File: config.mk
export PLATFORM = sky130hd
export DESIGN_NAME = base64_stream_encoder
export DESIGN_NICKNAME = d
export VERILOG_FILES = /design/src/hdl/b64e_pkg.sv /design/src/hdl/base64_stream_encoder.sv /design/src/hdl/b64e_front.sv /design/src/hdl/b64e_queue.sv /design/src/hdl/b64e_back.sv
export SDC_FILE = /design/constraint.sdc
export NUM_CORES = 1
export LEC_CHECK = 0
export BUFFER_PORTS_ARGS = -buffer_cell sky130_fd_sc_hd__buf_2
export CAP_MARGIN = 25
export CORE_ASPECT_RATIO = 1.25
export CORE_MARGIN = 1.5
export CORE_UTILIZATION = 60
export DETAILED_ROUTE_END_ITERATION = 10
export PLACE_DENSITY_LB_ADDON = 0.3
export SLEW_MARGIN = 40
export SYNTH_ARGS = -nofsm -noshare
export SYNTH_HDL_FRONTEND = slang
export SYNTH_SLANG_ARGS = --single-unit
File: constraint.sdc
create_clock -name clock -period 6.1 [get_ports clock]
set_clock_uncertainty 0.15 [all_clocks]
set_input_delay 0.915 -clock clock [delete_from_list [all_inputs] [get_ports clock]]
set_output_delay 0.915 -clock clock [all_outputs]
set_load 0.02 [all_outputs]
File: src/hdl/b64e_pkg.sv
package b64e_pkg;

   localparam logic [7:0] PAD_CHAR = 8'h3D;

   localparam logic [1:0] PHASE_FIRST  = 2'd0;
   localparam logic [1:0] PHASE_SECOND = 2'd1;
   localparam logic [1:0] PHASE_THIRD  = 2'd2;

   typedef struct packed {
      logic [3:0][7:0] chars;
      logic [1:0]      final_idx;
      logic            last;
   } job_type;

   function automatic logic [7:0] enc_char(input logic [5:0] v);
      logic [7:0] w;
      logic [7:0] c;
      w = {2'b00, v};
      if (v inside {[6'd0:6'd25]}) begin
         c = 8'h41 + w;
      end else if (v inside {[6'd26:6'd51]}) begin
         c = 8'h61 + w - 8'd26;
      end else if (v inside {[6'd52:6'd61]}) begin
         c = 8'h30 + w - 8'd52;
      end else if (v == 6'd62) begin
         c = 8'h2B;
      end else begin
         c = 8'h2F;
      end
      return c;
   endfunction

endpackage

File: src/hdl/base64_stream_encoder.sv
// Standard base64 encoder for a byte stream.
// Requests arrive on the req_ channel, one message byte each, with
// req_last_byte high on the final byte of a message. Characters leave on the
// rsp_ channel, one per cycle while the receiver is ready, with rsp_last_char
// high on the final character of the message, after any '=' padding.
// The front stage takes a byte in the cycle it is offered, as long as the job
// queue has room, and turns it into one to four characters. The back stage
// sends one character per cycle while rsp_ready is high, through an output register.
// An accepted request is written into the job queue and then loaded into the output register.
// Throughput is set by the single output port: one character per cycle while
// the receiver is ready, so a byte yields one or two characters, about 1.33 on
// average, and up to four on the last byte of a message.
// Reset clears the group phase, the queue count and the output valid flag.
// When the receiver stalls, the output holds its character, the queue
// fills, and req_ready drops once QUEUE_DEPTH jobs are waiting.
module base64_stream_encoder
   import b64e_pkg::*;
#(
   parameter int QUEUE_DEPTH = 2
) (
   input  logic       clock,
   input  logic       reset,
   input  logic       req_valid,
   output logic       req_ready,
   input  logic [7:0] req_data_byte,
   input  logic       req_last_byte,
   output logic       rsp_valid,
   input  logic       rsp_ready,
   output logic [7:0] rsp_code_char,
   output logic       rsp_last_char
);

   logic    q_full, q_empty, q_push, q_pop;
   job_type push_job, head_job;

   b64e_front u_front (
      .clock         (clock),
      .reset         (reset),
      .req_valid     (req_valid),
      .req_ready     (req_ready),
      .req_data_byte (req_data_byte),
      .req_last_byte (req_last_byte),
      .q_full        (q_full),
      .q_push        (q_push),
      .q_job         (push_job)
   );

   b64e_queue #(
      .DEPTH (QUEUE_DEPTH)
   ) u_queue (
      .clock    (clock),
      .reset    (reset),
      .push     (q_push),
      .push_job (push_job),
      .full     (q_full),
      .pop      (q_pop),
      .head_job (head_job),
      .empty    (q_empty)
   );

   b64e_back u_back (
      .clock         (clock),
      .reset         (reset),
      .q_empty       (q_empty),
      .q_job         (head_job),
      .q_pop         (q_pop),
      .rsp_valid     (rsp_valid),
      .rsp_ready     (rsp_ready),
      .rsp_code_char (rsp_code_char),
      .rsp_last_char (rsp_last_char)
   );

endmodule

File: src/hdl/b64e_front.sv
module b64e_front
   import b64e_pkg::*;
(
   input  logic       clock,
   input  logic       reset,
   input  logic       req_valid,
   output logic       req_ready,
   input  logic [7:0] req_data_byte,
   input  logic       req_last_byte,
   input  logic       q_full,
   output logic       q_push,
   output job_type    q_job
);

   logic [1:0] phase_ff, phase_in;
   logic [3:0] carry_ff, carry_in;
   logic       accept;

   assign req_ready = !q_full;
   assign accept    = req_valid && req_ready;
   assign q_push    = accept;

   always_comb begin
      q_job       = '0;
      q_job.last  = req_last_byte;
      phase_in    = phase_ff;
      carry_in    = carry_ff;
      case (phase_ff)
         PHASE_SECOND: begin
            q_job.chars[0] = enc_char({carry_ff[1:0], req_data_byte[7:4]});
            if (req_last_byte) begin
               q_job.chars[1]  = enc_char({req_data_byte[3:0], 2'b00});
               q_job.chars[2]  = PAD_CHAR;
               q_job.final_idx = 2'd2;
            end
            phase_in = PHASE_THIRD;
            carry_in = req_data_byte[3:0];
         end
         PHASE_THIRD: begin
            q_job.chars[0]  = enc_char({carry_ff, req_data_byte[7:6]});
            q_job.chars[1]  = enc_char(req_data_byte[5:0]);
            q_job.final_idx = 2'd1;
            phase_in        = PHASE_FIRST;
            carry_in        = 4'd0;
         end
         default: begin
            q_job.chars[0] = enc_char(req_data_byte[7:2]);
            if (req_last_byte) begin
               q_job.chars[1]  = enc_char({req_data_byte[1:0], 4'b0000});
               q_job.chars[2]  = PAD_CHAR;
               q_job.chars[3]  = PAD_CHAR;
               q_job.final_idx = 2'd3;
            end
            phase_in = PHASE_SECOND;
            carry_in = {2'b00, req_data_byte[1:0]};
         end
      endcase
      if (req_last_byte) begin
         phase_in = PHASE_FIRST;
         carry_in = 4'd0;
      end
   end

   always_ff @(posedge clock) begin
      if (reset) begin
         phase_ff <= PHASE_FIRST;
         carry_ff <= 4'd0;
      end else if (accept) begin
         phase_ff <= phase_in;
         carry_ff <= carry_in;
      end
   end

endmodule

File: src/hdl/b64e_queue.sv
module b64e_queue
   import b64e_pkg::*;
#(
   parameter int DEPTH = 2
) (
   input  logic    clock,
   input  logic    reset,
   input  logic    push,
   input  job_type push_job,
   output logic    full,
   input  logic    pop,
   output job_type head_job,
   output logic    empty
);

   localparam int PTR_W = (DEPTH > 1) ? $clog2(DEPTH) : 1;
   localparam int CNT_W = $clog2(DEPTH + 1);

   job_type            slots_ff [DEPTH];
   logic [PTR_W-1:0]   wr_ptr_ff, rd_ptr_ff;
   logic [CNT_W-1:0]   count_ff, count_in;

   assign full     = (count_ff == CNT_W'(DEPTH));
   assign empty    = (count_ff == '0);
   assign head_job = slots_ff[rd_ptr_ff];

   always_comb begin
      count_in = count_ff;
      if (push && !pop) begin
         count_in = count_ff + CNT_W'(1);
      end else if (pop && !push) begin
         count_in = count_ff - CNT_W'(1);
      end
   end

   always_ff @(posedge clock) begin
      if (push) begin
         slots_ff[wr_ptr_ff] <= push_job;
      end
   end

   always_ff @(posedge clock) begin
      if (reset) begin
         wr_ptr_ff <= '0;
         rd_ptr_ff <= '0;
         count_ff  <= '0;
      end else begin
         count_ff <= count_in;
         if (push) begin
            wr_ptr_ff <= (wr_ptr_ff == PTR_W'(DEPTH - 1)) ? '0 : wr_ptr_ff + PTR_W'(1);
         end
         if (pop) begin
            rd_ptr_ff <= (rd_ptr_ff == PTR_W'(DEPTH - 1)) ? '0 : rd_ptr_ff + PTR_W'(1);
         end
      end
   end

endmodule

File: src/hdl/b64e_back.sv
module b64e_back
   import b64e_pkg::*;
(
   input  logic       clock,
   input  logic       reset,
   input  logic       q_empty,
   input  job_type    q_job,
   output logic       q_pop,
   output logic       rsp_valid,
   input  logic       rsp_ready,
   output logic [7:0] rsp_code_char,
   output logic       rsp_last_char
);

   logic       valid_ff;
   logic [7:0] char_ff;
   logic       last_ff;
   logic [1:0] idx_ff;
   logic       load;
   logic       at_end;

   assign load   = !q_empty && (!valid_ff || rsp_ready);
   assign at_end = (idx_ff == q_job.final_idx);
   assign q_pop  = load && at_end;

   assign rsp_valid     = valid_ff;
   assign rsp_code_char = char_ff;
   assign rsp_last_char = last_ff;

   always_ff @(posedge clock) begin
      if (load) begin
         char_ff <= q_job.chars[idx_ff];
         last_ff <= q_job.last && at_end;
      end
   end

   always_ff @(posedge clock) begin
      if (reset) begin
         valid_ff <= 1'b0;
         idx_ff   <= 2'd0;
      end else begin
         if (load) begin
            valid_ff <= 1'b1;
            idx_ff   <= at_end ? 2'd0 : idx_ff + 2'd1;
         end else if (rsp_ready) begin
            valid_ff <= 1'b0;
         end
      end
   end

endmodule

==> out/results.tsv <==
stage	metric	value	unit
yosys	area leader, netlist	edfxtp_1	
setup_path	critical path class	in -> reg	
die	Initial Util	0.6151	
cts	CTS Hold Bufs	0	
yosys	Syn. warnings	0	
cts	clock sinks	63	
setup_path	Arr. time, crit path	3870	ps
cells_and_area	final core utilization	0.6452	
timing	unrepaired setup endpoints after global routing	false	
drt	drt pass-1 iters	5	
grt	largest net degree at the start of global routing	23	
yosys	number of synthesized register bits	63	
timing	setup TNS	0	ps
cells_and_area	number of diodes	0	
yosys	Gate Count Post-Synth	597	
die	# rows	38	
cts	CTS tree	done	
die	core area	8606	um^2
cells_and_area	share of cells above drive strength 1	0.1148	
timing	slew margin rel.	0.4249	
setup_path	Worst Setup End Kind	register	
placement	DP HPWL	10.98	mm
grt	gr usage total	0.3260	
timing	endpoints failing setup	0	
grt	number of global-route vias before repair	4299	
pwr	VDD IR-drop max	0.1245	mV
setup_path	Critical Path Start Type	input port	
setup_path	CP max FO	15	
cts	Max clock buf depth	2	
timing	Final Hold Fails	0	
cts	clock slew seen by the registers of the worst setup and hold paths	60	ps
setup_path	Required @ worst endpoint	5980	ps
flow_run	maxcap violations	0	
timing	Final period util	0.6535	
yosys	Main synth FF type	edfxtp_1	
yosys	Yosys top cell area share	0.2779	
grt	initial antenna violation count	0	
cells_and_area	fin nets	646	
setup_path	slowest stage cell, crit path	a211oi_1	
timing	minimum clock period	3986	ps
yosys	Synth Cell Area	5294	um^2
drt	drc violations	0	
die	die area	9399	um^2
pwr	Power Dens Cells	273.1	nW/um^2
pwr	Pwr Total	1.517	mW
cts	CTS Root Cell	clkbuf_8	
yosys	dominant cells by area after synthesis	edfxtp_1 28%, ha_1 8.7%, dfxtp_1 5.3%	
drt	Antenna Violating Nets Remaining	0	
die	Die Height	108.0	um
cts	H-tree Lvls	3	
die	Die W	87.02	um
drt	initial detailed-routing violation count	526	
pwr	P_leak	1.977	nW
drt	post-DR vias/cell	6.592	
drt	Vias	4753	
cts	CTS resizes	0	
cells_and_area	commonest non-fill, non-tap cell in the layout	nand2_1	
outcome	outcome	finished, final reports clean	
min_path	worst min path class	reg -> reg	
cts	postcts setup bufs	0	
yosys	syn avg cell area	8.867	um^2
grt	first-pass GRT wire length	23.16	mm
drt	wire per inst	20.50	um
placement	routability cong.	1.019	
cts	worst skew pair latency	340	ps
timing	fmax	0.2509	GHz
yosys	sequential-to-total area share from yosys stat	0.3309	
grt	grt total ovfl	0	
timing	max-slew violation count	0	
drt	DRT Wirelength	14.78	mm
cells_and_area	area growth from synthesis to layout	4.893	%
setup_path	CP max stage delay	700	ps
cells_and_area	highest-count cells in the layout ignoring fill and taps	54 x nand2_1, 52 x nor2_1, 49 x edfxtp_1	
yosys	fraction of registers with async set/reset	0	
placement	IO Port Bufs	23	
die	io pins	24	
yosys	Mapped Nets	647	
cts	CTS Buf Count	9	
timing	Worst Tran Pin Value	857.4	ps
yosys	Post-synth EDFFs	49	
yosys	Synth cell types	76	
setup_path	Critical Path, Cell by Cell	buf_2 -> clkinv_1 -> ha_1 -> nand2b_1 -> a211oi_1 -> o41ai_1 -> o21bai_1 -> o221ai_1 -> o311ai_1	
cell usage after synthesis, drive strengths merged, types with 4 or more instances:
master / n
mux2i: 7
a211oi: 10
or4: 6
ha: 37
and2: 6
nand2b: 9
o31ai: 5
a311oi: 6
a21oi: 31
a32o: 4
nor2b: 12
o21bai: 4
mux4: 8
a32oi: 4
a221oi: 5
nand3: 26
o21ai: 39
inv: 31
clkbuf: 18
o311ai: 4
dfxtp: 14
nor4: 4
or2: 8
o211ai: 8
o221ai: 6
nor3: 21
xnor2: 26
buf: 20
edfxtp: 49
nand4: 7
nand2: 54
nor2: 52
and3: 6
xor2: 6
cells by family (layout without fill, tap and decap cells):
group	after synthesis	after routing	synth area share
fa+ha+maj	37	37	0.08745
simple gates	222	222	0.2068
compound gates	157	157	0.2113
buf+inv	70	74	0.06121
flops	63	63	0.3309
mux	16	16	0.04940
xor+xnor	32	32	0.05294
metal layers:
| layer | global-route usage | part of all wire | vias to the layer above | routed length [um] |
|---|---|---|---|---|
| met4 | 0.1382 | 0.035 | 0 | 522 |
| met5 | 0 | 0 | - | 0 |
| met1 | 0.4048 | 0.39 | 2238 | 5821 |
| li1 | - | - | 2211 | - |
| met2 | 0.5703 | 0.51 | 257 | 7530 |
| met3 | 0.03435 | 0.061 | 47 | 903 |
through the flow:
step	cell area, um^2	hold slack [ps]	worst slack (ps)	instances
floorplan	5294	297.0	2515	597
global placement	5378	323.6	1830	705
detailed placement	5384	329.8	1856	705
CTS	5552	338.7	2185	721
global route	5553	371.6	1949	721
finish	5553	342.0	2114	721
state kept, by name (all words and copies together), names as in the netlist, named ones only:
| register | count |
|---|---|
| u_back.idx_ff | 2 |
| u_queue.slots_ff | 40 |
| u_queue.wr_ptr_ff | 1 |
| u_back.rsp_last_char | 1 |
| u_back.rsp_valid | 1 |
| u_front.carry_ff | 4 |
| u_back.rsp_code_char | 8 |
| u_queue.rd_ptr_ff | 1 |
| u_front.phase_ff | 2 |
| u_queue.count_ff | 2 |
where the power goes:
| group | internal, mW | total, mW | switching, mW |
|---|---|---|---|
| sequential | 0.595 | 0.669 | 0.0746 |
| clock | 0.156 | 0.307 | 0.151 |
| combinational | 0.213 | 0.540 | 0.327 |
path summary, 6_finish.rpt:
path,from,endpoint,slack [ps],cells after the start
hold / removal,u_front.phase_ff[1],u_front.phase_ff[1],340,2
setup reg to reg,u_front.carry_ff[0],u_queue.slots_ff[1][5],2640,8
setup / recovery,req_data_byte[6],u_queue.slots_ff[1][5],2110,9
hold reg to reg,u_front.phase_ff[1],u_front.phase_ff[1],340,2
cell type report:
| type | instances | area [um^2] |
|---|---|---|
| multi-input combinational | 464 | 3224 |
| sequential | 63 | 1753 |
| tap | 120 | 150.1 |
| timing repair buffer | 26 | 137.6 |
| clock inverter | 4 | 22.52 |
| clock buffer | 12 | 145.1 |
| inverter | 32 | 120.1 |
| fill | 743 | 3053 |
worst max-delay path: cells and delay by family:
family,cells,cell delay (ps)
compound gates,5,1510
buf+inv,2,710
simple gates,1,220
fa+ha+maj,1,500
Note: power is estimated with default switching activity, not from simulation.
